## src/rtl/upg_pkg.sv

```systemverilog
package upg_pkg;

  localparam int CORDIC_ITER_DEF = 16;
  localparam int ATAN_COUNT = 24;
  localparam int AIDX_W = 5;
  localparam int XW = 50;
  localparam int ZW = 33;
  localparam int ACC_W = 66;
  localparam int SEL_W = 31;

  localparam logic [23:0] GAIN_Q24 = 24'd10188014;

  localparam logic [1:0] CMD_MOVE = 2'd0;
  localparam logic [1:0] CMD_GOAL = 2'd1;
  localparam logic [1:0] CMD_RESET = 2'd2;

  localparam logic [1:0] REG_MAX_TURN = 2'd0;
  localparam logic [1:0] REG_STEP_SPEED = 2'd1;
  localparam logic [1:0] REG_ARRIVE_TOL = 2'd2;

  localparam logic [14:0] MAX_TURN_RST = 15'd2086;
  localparam logic [30:0] STEP_SPEED_RST = 31'd65536;
  localparam logic [30:0] ARRIVE_TOL_RST = 31'd6554;

  typedef struct packed {
    logic [1:0]         command;
    logic signed [15:0] turn;
    logic signed [31:0] advance;
    logic signed [31:0] goal_x;
    logic signed [31:0] goal_y;
  } in_t;

  typedef struct packed {
    logic signed [31:0] pos_x;
    logic signed [31:0] pos_y;
    logic [15:0]        heading;
    logic [47:0]        travelled;
    logic               reached;
  } out_t;

  // atan(2^-i), 2^32 units per turn
  function automatic logic [31:0] atan_angle(input logic [AIDX_W-1:0] idx);
    logic [31:0] r;
    case (idx)
      5'd0: r = 32'd536870912;
      5'd1: r = 32'd316933406;
      5'd2: r = 32'd167458907;
      5'd3: r = 32'd85004756;
      5'd4: r = 32'd42667331;
      5'd5: r = 32'd21354465;
      5'd6: r = 32'd10679838;
      5'd7: r = 32'd5340245;
      5'd8: r = 32'd2670163;
      5'd9: r = 32'd1335087;
      5'd10: r = 32'd667544;
      5'd11: r = 32'd333772;
      5'd12: r = 32'd166886;
      5'd13: r = 32'd83443;
      5'd14: r = 32'd41722;
      5'd15: r = 32'd20861;
      5'd16: r = 32'd10430;
      5'd17: r = 32'd5215;
      5'd18: r = 32'd2608;
      5'd19: r = 32'd1304;
      5'd20: r = 32'd652;
      5'd21: r = 32'd326;
      5'd22: r = 32'd163;
      5'd23: r = 32'd81;
      default: r = 32'd0;
    endcase
    return r;
  endfunction

endpackage

```

## src/rtl/unicycle_pose_go_to_goal.sv

```systemverilog
// channel | dir | handshake              | payload
// in      | in  | in_valid / in_ready     | in_data  (upg_pkg::in_t)
// out     | out | out_valid / out_ready   | out_data (upg_pkg::out_t)
// apb     | in  | psel penable pwrite     | paddr pwdata / prdata
// Manual move: 31-step serial multiply by the CORDIC gain, then N rotation
// iterations, N = CORDIC_ITERATIONS. Goal step: vectoring, range multiply,
// move, serial sum of squares for the arrival test; no sum of squares when
// the new pose is outside the tolerance box, and no vectoring or range
// multiply when the goal equals the pose. Reset and unused: no arithmetic.
// Synchronous reset clears pose, distance and registers to their defaults.
// A result waits in the output register; a new transaction is taken meanwhile.
module unicycle_pose_go_to_goal #(
  parameter int CORDIC_ITERATIONS = upg_pkg::CORDIC_ITER_DEF
) (
  input  logic           clk,
  input  logic           rst,
  input  logic           in_valid,
  output logic           in_ready,
  input  upg_pkg::in_t   in_data,
  output logic           out_valid,
  input  logic           out_ready,
  output upg_pkg::out_t  out_data,
  input  logic           psel,
  input  logic           penable,
  input  logic           pwrite,
  input  logic [3:0]     paddr,
  input  logic [31:0]    pwdata,
  output logic [31:0]    prdata,
  output logic           pready
);
  import upg_pkg::*;

  typedef enum logic [8:0] {
    S_IDLE  = 9'b000000001,
    S_VEC   = 9'b000000010,
    S_RNG   = 9'b000000100,
    S_STEER = 9'b000001000,
    S_MUL   = 9'b000010000,
    S_ROT   = 9'b000100000,
    S_CHK   = 9'b001000000,
    S_SQR   = 9'b010000000,
    S_DONE  = 9'b100000000
  } state_t;

  state_t state;

  logic [14:0] max_turn;
  logic [30:0] step_speed;
  logic [30:0] arrive_tolerance;

  logic signed [31:0] pose_x, pose_y;
  logic [15:0]        pose_heading;
  logic [47:0]        distance_sum;

  logic [1:0]         cmd;
  logic signed [31:0] adv, gx, gy;
  logic [15:0]        bearing;
  logic [35:0]        range;
  logic               reached;

  logic                 c_start, c_vec, c_done;
  logic signed [XW-1:0] c_x0, c_y0, c_x, c_y;
  logic signed [ZW-1:0] c_z0, c_z;

  logic                    m_start, m_done;
  logic signed [XW-1:0]    m_a, m_b, m_c;
  logic [SEL_W-1:0]        s_a, s_b, s_c;
  logic signed [ACC_W-1:0] m_acc;

  logic in_acc, wr;
  logic signed [32:0] ex_in, ey_in, ex_p, ey_p;
  logic [32:0]        ax, ay;
  logic               near_goal;
  logic signed [16:0] diff, lim;
  logic [35:0]        step;
  logic signed [XW-1:0] xa;
  logic signed [ZW-1:0] zh;
  logic signed [XW-1:0] rx, ry;
  logic signed [34:0] nx, ny;
  logic [31:0]        aadv;
  logic [48:0]        dsum;
  logic signed [ACC_W-1:0] rsum;

  assign pready = 1'b1;
  assign wr = psel && penable && pwrite;
  assign in_ready = (state == S_IDLE);
  assign in_acc = in_valid && in_ready;

  always_comb begin
    case (paddr[3:2])
      REG_MAX_TURN:   prdata = {17'd0, max_turn};
      REG_STEP_SPEED: prdata = {1'b0, step_speed};
      REG_ARRIVE_TOL: prdata = {1'b0, arrive_tolerance};
      default:        prdata = '0;
    endcase
  end

  always_comb begin
    ex_in = {in_data.goal_x[31], in_data.goal_x} - {pose_x[31], pose_x};
    ey_in = {in_data.goal_y[31], in_data.goal_y} - {pose_y[31], pose_y};
    ex_p = {gx[31], gx} - {pose_x[31], pose_x};
    ey_p = {gy[31], gy} - {pose_y[31], pose_y};
    ax = ex_p[32] ? 33'(-ex_p) : 33'(ex_p);
    ay = ey_p[32] ? 33'(-ey_p) : 33'(ey_p);
    near_goal = (ax <= {2'b0, arrive_tolerance}) && (ay <= {2'b0, arrive_tolerance});

    diff = signed'({1'b0, bearing - pose_heading});
    if (diff[15]) diff = diff - 17'sd65536;
    lim = signed'({2'b0, max_turn});
    if (diff > lim) diff = lim;
    if (diff < -lim) diff = -lim;
    step = (range < {5'd0, step_speed}) ? range : {5'd0, step_speed};

    xa = m_acc[XW+7:8];
    zh = ZW'(signed'({pose_heading, 16'd0}));

    rx = c_x + XW'(32768);
    ry = c_y + XW'(32768);
    nx = 35'(pose_x) + 35'(signed'(rx[XW-1:16]));
    ny = 35'(pose_y) + 35'(signed'(ry[XW-1:16]));
    aadv = adv[31] ? 32'(-adv) : 32'(adv);
    dsum = {1'b0, distance_sum} + {17'd0, aadv};
    rsum = m_acc + ACC_W'(64'sd536870912);
  end

  always_comb begin
    c_start = 1'b0;
    c_vec = 1'b0;
    c_x0 = '0;
    c_y0 = '0;
    c_z0 = '0;
    m_start = 1'b0;
    m_a = '0;
    m_b = '0;
    m_c = '0;
    s_a = '0;
    s_b = '0;
    s_c = '0;
    unique case (state)
      S_IDLE: begin
        if (in_acc && in_data.command == CMD_MOVE) begin
          m_start = 1'b1;
          m_a = XW'(in_data.advance);
          s_a = SEL_W'(GAIN_Q24);
        end
        if (in_acc && in_data.command == CMD_GOAL && (ex_in != 0 || ey_in != 0)) begin
          c_start = 1'b1;
          c_vec = 1'b1;
          c_x0 = XW'(ex_in) <<< 6;
          c_y0 = XW'(ey_in) <<< 6;
          if (ex_in[32]) begin
            c_x0 = -c_x0;
            c_y0 = -c_y0;
            c_z0 = ZW'(33'h0_8000_0000);
          end
        end
      end
      S_VEC: begin
        if (c_done) begin
          m_start = 1'b1;
          m_a = c_x;
          s_a = SEL_W'(GAIN_Q24);
        end
      end
      S_STEER: begin
        m_start = 1'b1;
        m_a = XW'(signed'(step));
        s_a = SEL_W'(GAIN_Q24);
      end
      S_MUL: begin
        if (m_done) begin
          c_start = 1'b1;
          c_x0 = xa;
          c_z0 = zh;
          if (zh > 33'sd1073741824) begin
            c_z0 = zh - 33'sd2147483648;
            c_x0 = -xa;
          end else if (zh < -33'sd1073741824) begin
            c_z0 = zh + 33'sd2147483648;
            c_x0 = -xa;
          end
        end
      end
      S_CHK: begin
        if (near_goal) begin
          m_start = 1'b1;
          m_a = XW'(ax);
          m_b = XW'(ay);
          m_c = XW'({1'b0, arrive_tolerance});
          s_a = ax[SEL_W-1:0];
          s_b = ay[SEL_W-1:0];
          s_c = arrive_tolerance;
        end
      end
      S_RNG, S_ROT, S_SQR, S_DONE: begin
      end
      default: begin
      end
    endcase
  end

  always_ff @(posedge clk) begin
    if (rst) begin
      max_turn <= MAX_TURN_RST;
      step_speed <= STEP_SPEED_RST;
      arrive_tolerance <= ARRIVE_TOL_RST;
    end else if (wr) begin
      unique case (paddr[3:2])
        REG_MAX_TURN:   max_turn <= pwdata[14:0];
        REG_STEP_SPEED: step_speed <= pwdata[30:0];
        REG_ARRIVE_TOL: arrive_tolerance <= pwdata[30:0];
        default: begin
        end
      endcase
    end
  end

  always_ff @(posedge clk) begin
    if (rst) begin
      state <= S_IDLE;
      out_valid <= 1'b0;
      pose_x <= '0;
      pose_y <= '0;
      pose_heading <= '0;
      distance_sum <= '0;
    end else begin
      if (out_valid && out_ready && state != S_DONE) out_valid <= 1'b0;
      unique case (state)
        S_IDLE: begin
          if (in_acc) begin
            cmd <= in_data.command;
            gx <= in_data.goal_x;
            gy <= in_data.goal_y;
            adv <= in_data.advance;
            reached <= 1'b0;
            case (in_data.command)
              CMD_MOVE: begin
                pose_heading <= pose_heading + in_data.turn;
                state <= S_MUL;
              end
              CMD_GOAL: begin
                if (ex_in != 0 || ey_in != 0) begin
                  state <= S_VEC;
                end else begin
                  range <= '0;
                  bearing <= '0;
                  state <= S_STEER;
                end
              end
              CMD_RESET: begin
                pose_x <= '0;
                pose_y <= '0;
                pose_heading <= '0;
                distance_sum <= '0;
                state <= S_DONE;
              end
              default: state <= S_DONE;
            endcase
          end
        end
        S_VEC: if (c_done) state <= S_RNG;
        S_RNG: begin
          if (m_done) begin
            range <= rsum[ACC_W-1:30];
            bearing <= c_z[31:16] + 16'(c_z[15]);
            state <= S_STEER;
          end
        end
        S_STEER: begin
          pose_heading <= pose_heading + diff[15:0];
          adv <= step[31:0];
          state <= S_MUL;
        end
        S_MUL: if (m_done) state <= S_ROT;
        S_ROT: begin
          if (c_done) begin
            if (nx > 35'sd2147483647) pose_x <= 32'sh7FFFFFFF;
            else if (nx < -35'sd2147483648) pose_x <= 32'sh80000000;
            else pose_x <= nx[31:0];
            if (ny > 35'sd2147483647) pose_y <= 32'sh7FFFFFFF;
            else if (ny < -35'sd2147483648) pose_y <= 32'sh80000000;
            else pose_y <= ny[31:0];
            distance_sum <= dsum[48] ? 48'hFFFF_FFFF_FFFF : dsum[47:0];
            state <= (cmd == CMD_GOAL) ? S_CHK : S_DONE;
          end
        end
        S_CHK: state <= near_goal ? S_SQR : S_DONE;
        S_SQR: begin
          if (m_done) begin
            reached <= m_acc[ACC_W-1] || (m_acc == '0);
            state <= S_DONE;
          end
        end
        S_DONE: begin
          if (!out_valid || out_ready) begin
            out_valid <= 1'b1;
            out_data.pos_x <= pose_x;
            out_data.pos_y <= pose_y;
            out_data.heading <= pose_heading;
            out_data.travelled <= distance_sum;
            out_data.reached <= reached;
            state <= S_IDLE;
          end
        end
        default: state <= S_IDLE;
      endcase
    end
  end

  upg_cordic #(.ITER(CORDIC_ITERATIONS)) u_cordic (
    .clk       (clk),
    .rst       (rst),
    .start     (c_start),
    .vectoring (c_vec),
    .x0        (c_x0),
    .y0        (c_y0),
    .z0        (c_z0),
    .done      (c_done),
    .x         (c_x),
    .y         (c_y),
    .z         (c_z)
  );

  upg_mac u_mac (
    .clk   (clk),
    .rst   (rst),
    .start (m_start),
    .ma    (m_a),
    .mb    (m_b),
    .mc    (m_c),
    .sa    (s_a),
    .sb    (s_b),
    .sc    (s_c),
    .done  (m_done),
    .acc   (m_acc)
  );

endmodule

```

## src/rtl/upg_cordic.sv

```systemverilog
module upg_cordic #(
  parameter int ITER = upg_pkg::CORDIC_ITER_DEF
) (
  input  logic                            clk,
  input  logic                            rst,
  input  logic                            start,
  input  logic                            vectoring,
  input  logic signed [upg_pkg::XW-1:0]   x0,
  input  logic signed [upg_pkg::XW-1:0]   y0,
  input  logic signed [upg_pkg::ZW-1:0]   z0,
  output logic                            done,
  output logic signed [upg_pkg::XW-1:0]   x,
  output logic signed [upg_pkg::XW-1:0]   y,
  output logic signed [upg_pkg::ZW-1:0]   z
);
  import upg_pkg::*;

  logic              run;
  logic              vec;
  logic [AIDX_W-1:0] cnt;
  logic signed [XW-1:0] xs, ys;
  logic signed [ZW-1:0] at;
  logic              ccw;

  always_comb begin
    xs = x >>> cnt;
    ys = y >>> cnt;
    at = signed'({1'b0, atan_angle(cnt)});
    ccw = vec ? !(y > 0) : !z[ZW-1];
  end

  always_ff @(posedge clk) begin
    if (rst) begin
      run <= 1'b0;
      done <= 1'b0;
      cnt <= '0;
    end else begin
      done <= 1'b0;
      if (start) begin
        run <= 1'b1;
        cnt <= '0;
        vec <= vectoring;
        x <= x0;
        y <= y0;
        z <= z0;
      end else if (run) begin
        if (ccw) begin
          x <= x - ys;
          y <= y + xs;
          z <= z - at;
        end else begin
          x <= x + ys;
          y <= y - xs;
          z <= z + at;
        end
        if (cnt == AIDX_W'(ITER - 1)) begin
          run <= 1'b0;
          done <= 1'b1;
        end
        cnt <= cnt + 1'b1;
      end
    end
  end

endmodule

```

## src/rtl/upg_mac.sv

```systemverilog
module upg_mac (
  input  logic                               clk,
  input  logic                               rst,
  input  logic                               start,
  input  logic signed [upg_pkg::XW-1:0]      ma,
  input  logic signed [upg_pkg::XW-1:0]      mb,
  input  logic signed [upg_pkg::XW-1:0]      mc,
  input  logic [upg_pkg::SEL_W-1:0]          sa,
  input  logic [upg_pkg::SEL_W-1:0]          sb,
  input  logic [upg_pkg::SEL_W-1:0]          sc,
  output logic                               done,
  output logic signed [upg_pkg::ACC_W-1:0]   acc
);
  import upg_pkg::*;

  // acc = sum over bits, MSB first, of a*sa + b*sb - c*sc
  logic                 run;
  logic [AIDX_W-1:0]    cnt;
  logic signed [XW-1:0] ra, rb, rc;
  logic [SEL_W-1:0]     sha, shb, shc;
  logic signed [ACC_W-1:0] term;

  always_comb begin
    term = '0;
    if (sha[SEL_W-1]) term = term + ACC_W'(ra);
    if (shb[SEL_W-1]) term = term + ACC_W'(rb);
    if (shc[SEL_W-1]) term = term - ACC_W'(rc);
  end

  always_ff @(posedge clk) begin
    if (rst) begin
      run <= 1'b0;
      done <= 1'b0;
      cnt <= '0;
    end else begin
      done <= 1'b0;
      if (start) begin
        run <= 1'b1;
        cnt <= '0;
        acc <= '0;
        ra <= ma;
        rb <= mb;
        rc <= mc;
        sha <= sa;
        shb <= sb;
        shc <= sc;
      end else if (run) begin
        acc <= (acc <<< 1) + term;
        sha <= sha << 1;
        shb <= shb << 1;
        shc <= shc << 1;
        if (cnt == AIDX_W'(SEL_W - 1)) begin
          run <= 1'b0;
          done <= 1'b1;
        end
        cnt <= cnt + 1'b1;
      end
    end
  end

endmodule

```

## config.mk

```make
export PLATFORM = sky130hd
export DESIGN_NAME = unicycle_pose_go_to_goal
export DESIGN_NICKNAME = d
export VERILOG_FILES = /design/src/rtl/upg_pkg.sv /design/src/rtl/unicycle_pose_go_to_goal.sv /design/src/rtl/upg_cordic.sv /design/src/rtl/upg_mac.sv
export SDC_FILE = /design/constraint.sdc
export NUM_CORES = 2
export LEC_CHECK = 0
export BUFFER_PORTS_ARGS = -buffer_cell sky130_fd_sc_hd__buf_4
export CORE_MARGIN = 2
export CORE_UTILIZATION = 64
export CTS_BUF_LIST = sky130_fd_sc_hd__clkbuf_8 sky130_fd_sc_hd__clkbuf_16
export CTS_CLUSTER_DIAMETER = 200
export CTS_CLUSTER_SIZE = 16
export DETAILED_ROUTE_END_ITERATION = 10
export PLACE_DENSITY = 0.86
export SYNTH_ARGS = -nofsm -noshare
export SYNTH_HDL_FRONTEND = slang
export SYNTH_SLANG_ARGS = --single-unit
```

## constraint.sdc

```tcl
create_clock -name clk -period 17 [get_ports clk]
set_clock_uncertainty 0.1 [all_clocks]
set_input_delay 0.85 -clock clk [delete_from_list [all_inputs] [get_ports clk]]
set_output_delay 0.85 -clock clk [all_outputs]
set_load 0.02 [all_outputs]
```

==> impl_metrics.tcl <==
set metrics [dict create \
    post-route-min-period_ns 11.34 \
    numCtsBuffers 69 \
    yosysSeqAreaShare 0.3055 \
    antenna_found_initial 14 \
    layout_commonest_cell "nand2_1" \
    outcome "finished, final reports clean" \
    setup_violations 0 \
    coreArea_um2 131300 \
    postLayoutSetupSlackWorst_ns 5.656 \
    arrival_ns 11.82 \
    postSynthAreaPerCell_um2 8.648 \
    syn_area_um2 84490 \
    cpMostUsedCell "a21oi_1" \
    avgViaCountPerCell 6.878 \
    post_cts_resized 0 \
    grt_pass1_wl_mm 456.0 \
    ys_types 98 \
    htree_levels 3 \
    worstHoldEndpoint "gy[2]" \
    clock-sinks 946 \
    power.leakage_nw 35.98 \
    postPlaceCellArea_um2 88260 \
    synth_area_leaders "edfxtp_1 24%, ha_1 10%, dfxtp_1 6.1%" \
    cts_tree "built" \
    routedWlPerCell_um 26.77 \
    p_total_mw 10.01 \
    drt_iter0_drc 11650 \
    cts.clk_slew.worst_paths_ns 0.08 \
    crit_slowest_cell "buf_4" \
    yosysWarnings 0 \
    rsz0062_at_grt "false" \
    cts-root-buf "clkbuf_16" \
    area_delta_synth_final_pct 6.900 \
    dpl.hpwl_mm 244.9 \
    io_pins 321 \
    max_freq_ghz 0.08815 \
    min_path_cells 1 \
    wirelength_mm 311.1 \
    drtAntennaViolNets 0 \
    synth_top_area_frac 0.2442 \
    regToRegStartpoint "u_mac.sha[30]" \
    die_area_um2 134900 \
    dr.pass1.iters 7 \
    initial_core_util 0.6435 \
    dp_slack_ns 6.053 \
    cpPeakStageDelay_ns 0.60 \
    hold_viol 0 \
    powerDensity_nw_per_um2 110.8 \
    clk_latency_ns 0.74 \
    tightestPinTransition_ns 1.398 \
    port_buffers 315 \
    tns_ns 0 \
    grt_max_degree 160 \
    synth_edf_count 687 \
    first_global_vias 73870 \
    final_cell_mix "1029 x nand2_1, 778 x a21oi_1, 738 x nor2_1, 687 x edfxtp_1, 682 x ha_1" \
    die_height_um 367.3 \
    nNetsFinal 10660 \
    yosysTopAreaCell "edfxtp_1" \
    hold-worst-slack_ns 0.2299 \
    fin_area_um2 90320 \
    postSynthCellCount 9770 \
    crit_fanout 65 \
    critPathCaptureType "flip-flop" \
    critPathTopFamily "compound AO/OA/AOI/OAI gates" \
    ir_drop_mv 0.1418 \
    num_rows 133 \
    relSlewSlack 0.06135 \
    maxCapViolCount 0 \
    drc_errors 0 \
    grt.overflow.total 0 \
    finalCritPeriodShare 0.6673 \
    cts_setup_buffers 0 \
    ys_seq_elements 946 \
    rrSetupSlack_ns 5.66 \
    required_ns 17.48 \
    num_vias 79920 \
    die_w_um 367.3 \
    slew_viol_final 0 \
    cts.path.max_buffers 3 \
    holdBufCountCts 0 \
    drive_above_1_share 0.08737 \
    r2r_cells 43 \
    globalplace.congestion 1.096 \
    async_reset_ff_frac 0 \
    track_usage 0.4445 \
    hp-class "in2reg" \
    criticalPathCategory "reg2reg" \
    synth_top_flop_cell "edfxtp_1" \
    hold_start "in_data[2]" \
    path_buf_inv 4 \
    reg2reg_to "u_mac.acc[65]" \
    cp-start-kind "flip-flop" \
]
==> cells by family (layout without fill, tap and decap cells) <==
kind of cell | after synthesis | in the layout | share of synthesized area
and+or+nand+nor | 3089 | 3089 | 0.1735
AOI/OAI and AO/OA | 2884 | 2884 | 0.2197
DFF | 946 | 946 | 0.3055
buffers and inverters | 908 | 991 | 0.04114
xor gates and xnor gates | 892 | 892 | 0.09263
adders and majority gates | 699 | 699 | 0.1049
muxes | 350 | 350 | 0.06252
other | 2 | 14 | 0.00008889
==> synth_stat cells, drive strengths merged, types with 133 or more instances <==
library cell,n
a21o,398
a21oi,785
a31oi,145
clkbuf,358
dfxtp,259
edfxtp,687
ha,682
inv,461
mux4,133
nand2,1031
nand3,211
nor2,746
nor3,208
o21ai,592
xnor2,547
xor2,344
==> stage by stage <==
step / util / cells
after floorplan: - / 9772
after global placement: 0.6722 / 11480
after detailed placement: 0.6722 / 11480
after CTS: 0.6877 / 11610
after global routing: 0.6877 / 11610
final: 0.6879 / 11620
==> where the power goes <==
part	leakage [nW]	switching (mW)	internal (mW)
logic	26.5	3.17	2.09
clock network	1.17	0.908	0.752
registers	8.32	0.282	2.81
==> layer usage <==
metal / up-vias / global-route usage / wire length [um]
met5: - / 0 / 76
met4: 12 / 0.3259 / 27940
met3: 1022 / 0.1113 / 38650
met2: 4994 / 0.6577 / 130400
met1: 37810 / 0.5637 / 114000
li1: 36080 / - / -
==> worst max-delay path by stage <==
| stage | start | to | slack [ns] | depth (start not counted) |
|---|---|---|---|---|
| CTS | u_mac.sha[30] | u_mac.acc[65] | 5.98 | 43 |
| finish | u_mac.sha[30] | u_mac.acc[65] | 5.66 | 43 |
| global route | u_mac.sha[30] | u_mac.acc[63] | 4.85 | 42 |
| detailed placement | u_mac.sha[30] | u_mac.acc[65] | 6.05 | 43 |
| global placement | u_mac.sha[30] | u_mac.acc[65] | 6.16 | 43 |
| floorplan | pose_y[1] | u_mac.acc[0] | 1.50 | 27 |
==> state kept, by name, indices dropped and copies added (netlist names), 32 cells and up <==
name / count
out_data: 129
u_mac.acc: 66
u_cordic.x: 50
u_cordic.y: 50
u_mac.ra: 50
distance_sum: 48
range: 36
u_cordic.z: 33
u_mac.rb: 33
adv: 32
gx: 32
gy: 32
pose_x: 32
pose_y: 32
==> layout make-up <==
| class | instances | area (um^2) |
|---|---|---|
| Antenna cell | 10 | 25.02 |
| Clock buffer | 69 | 1727 |
| Clock inverter | 57 | 310.3 |
| Fill cell | 10500 | 40980 |
| Inverter | 462 | 1737 |
| Multi-Input combinational cell | 7918 | 55440 |
| Sequential cell | 946 | 25830 |
| Tap cell | 1755 | 2196 |
| Timing Repair Buffer | 403 | 3054 |
Power figures use the tool's default switching activity.
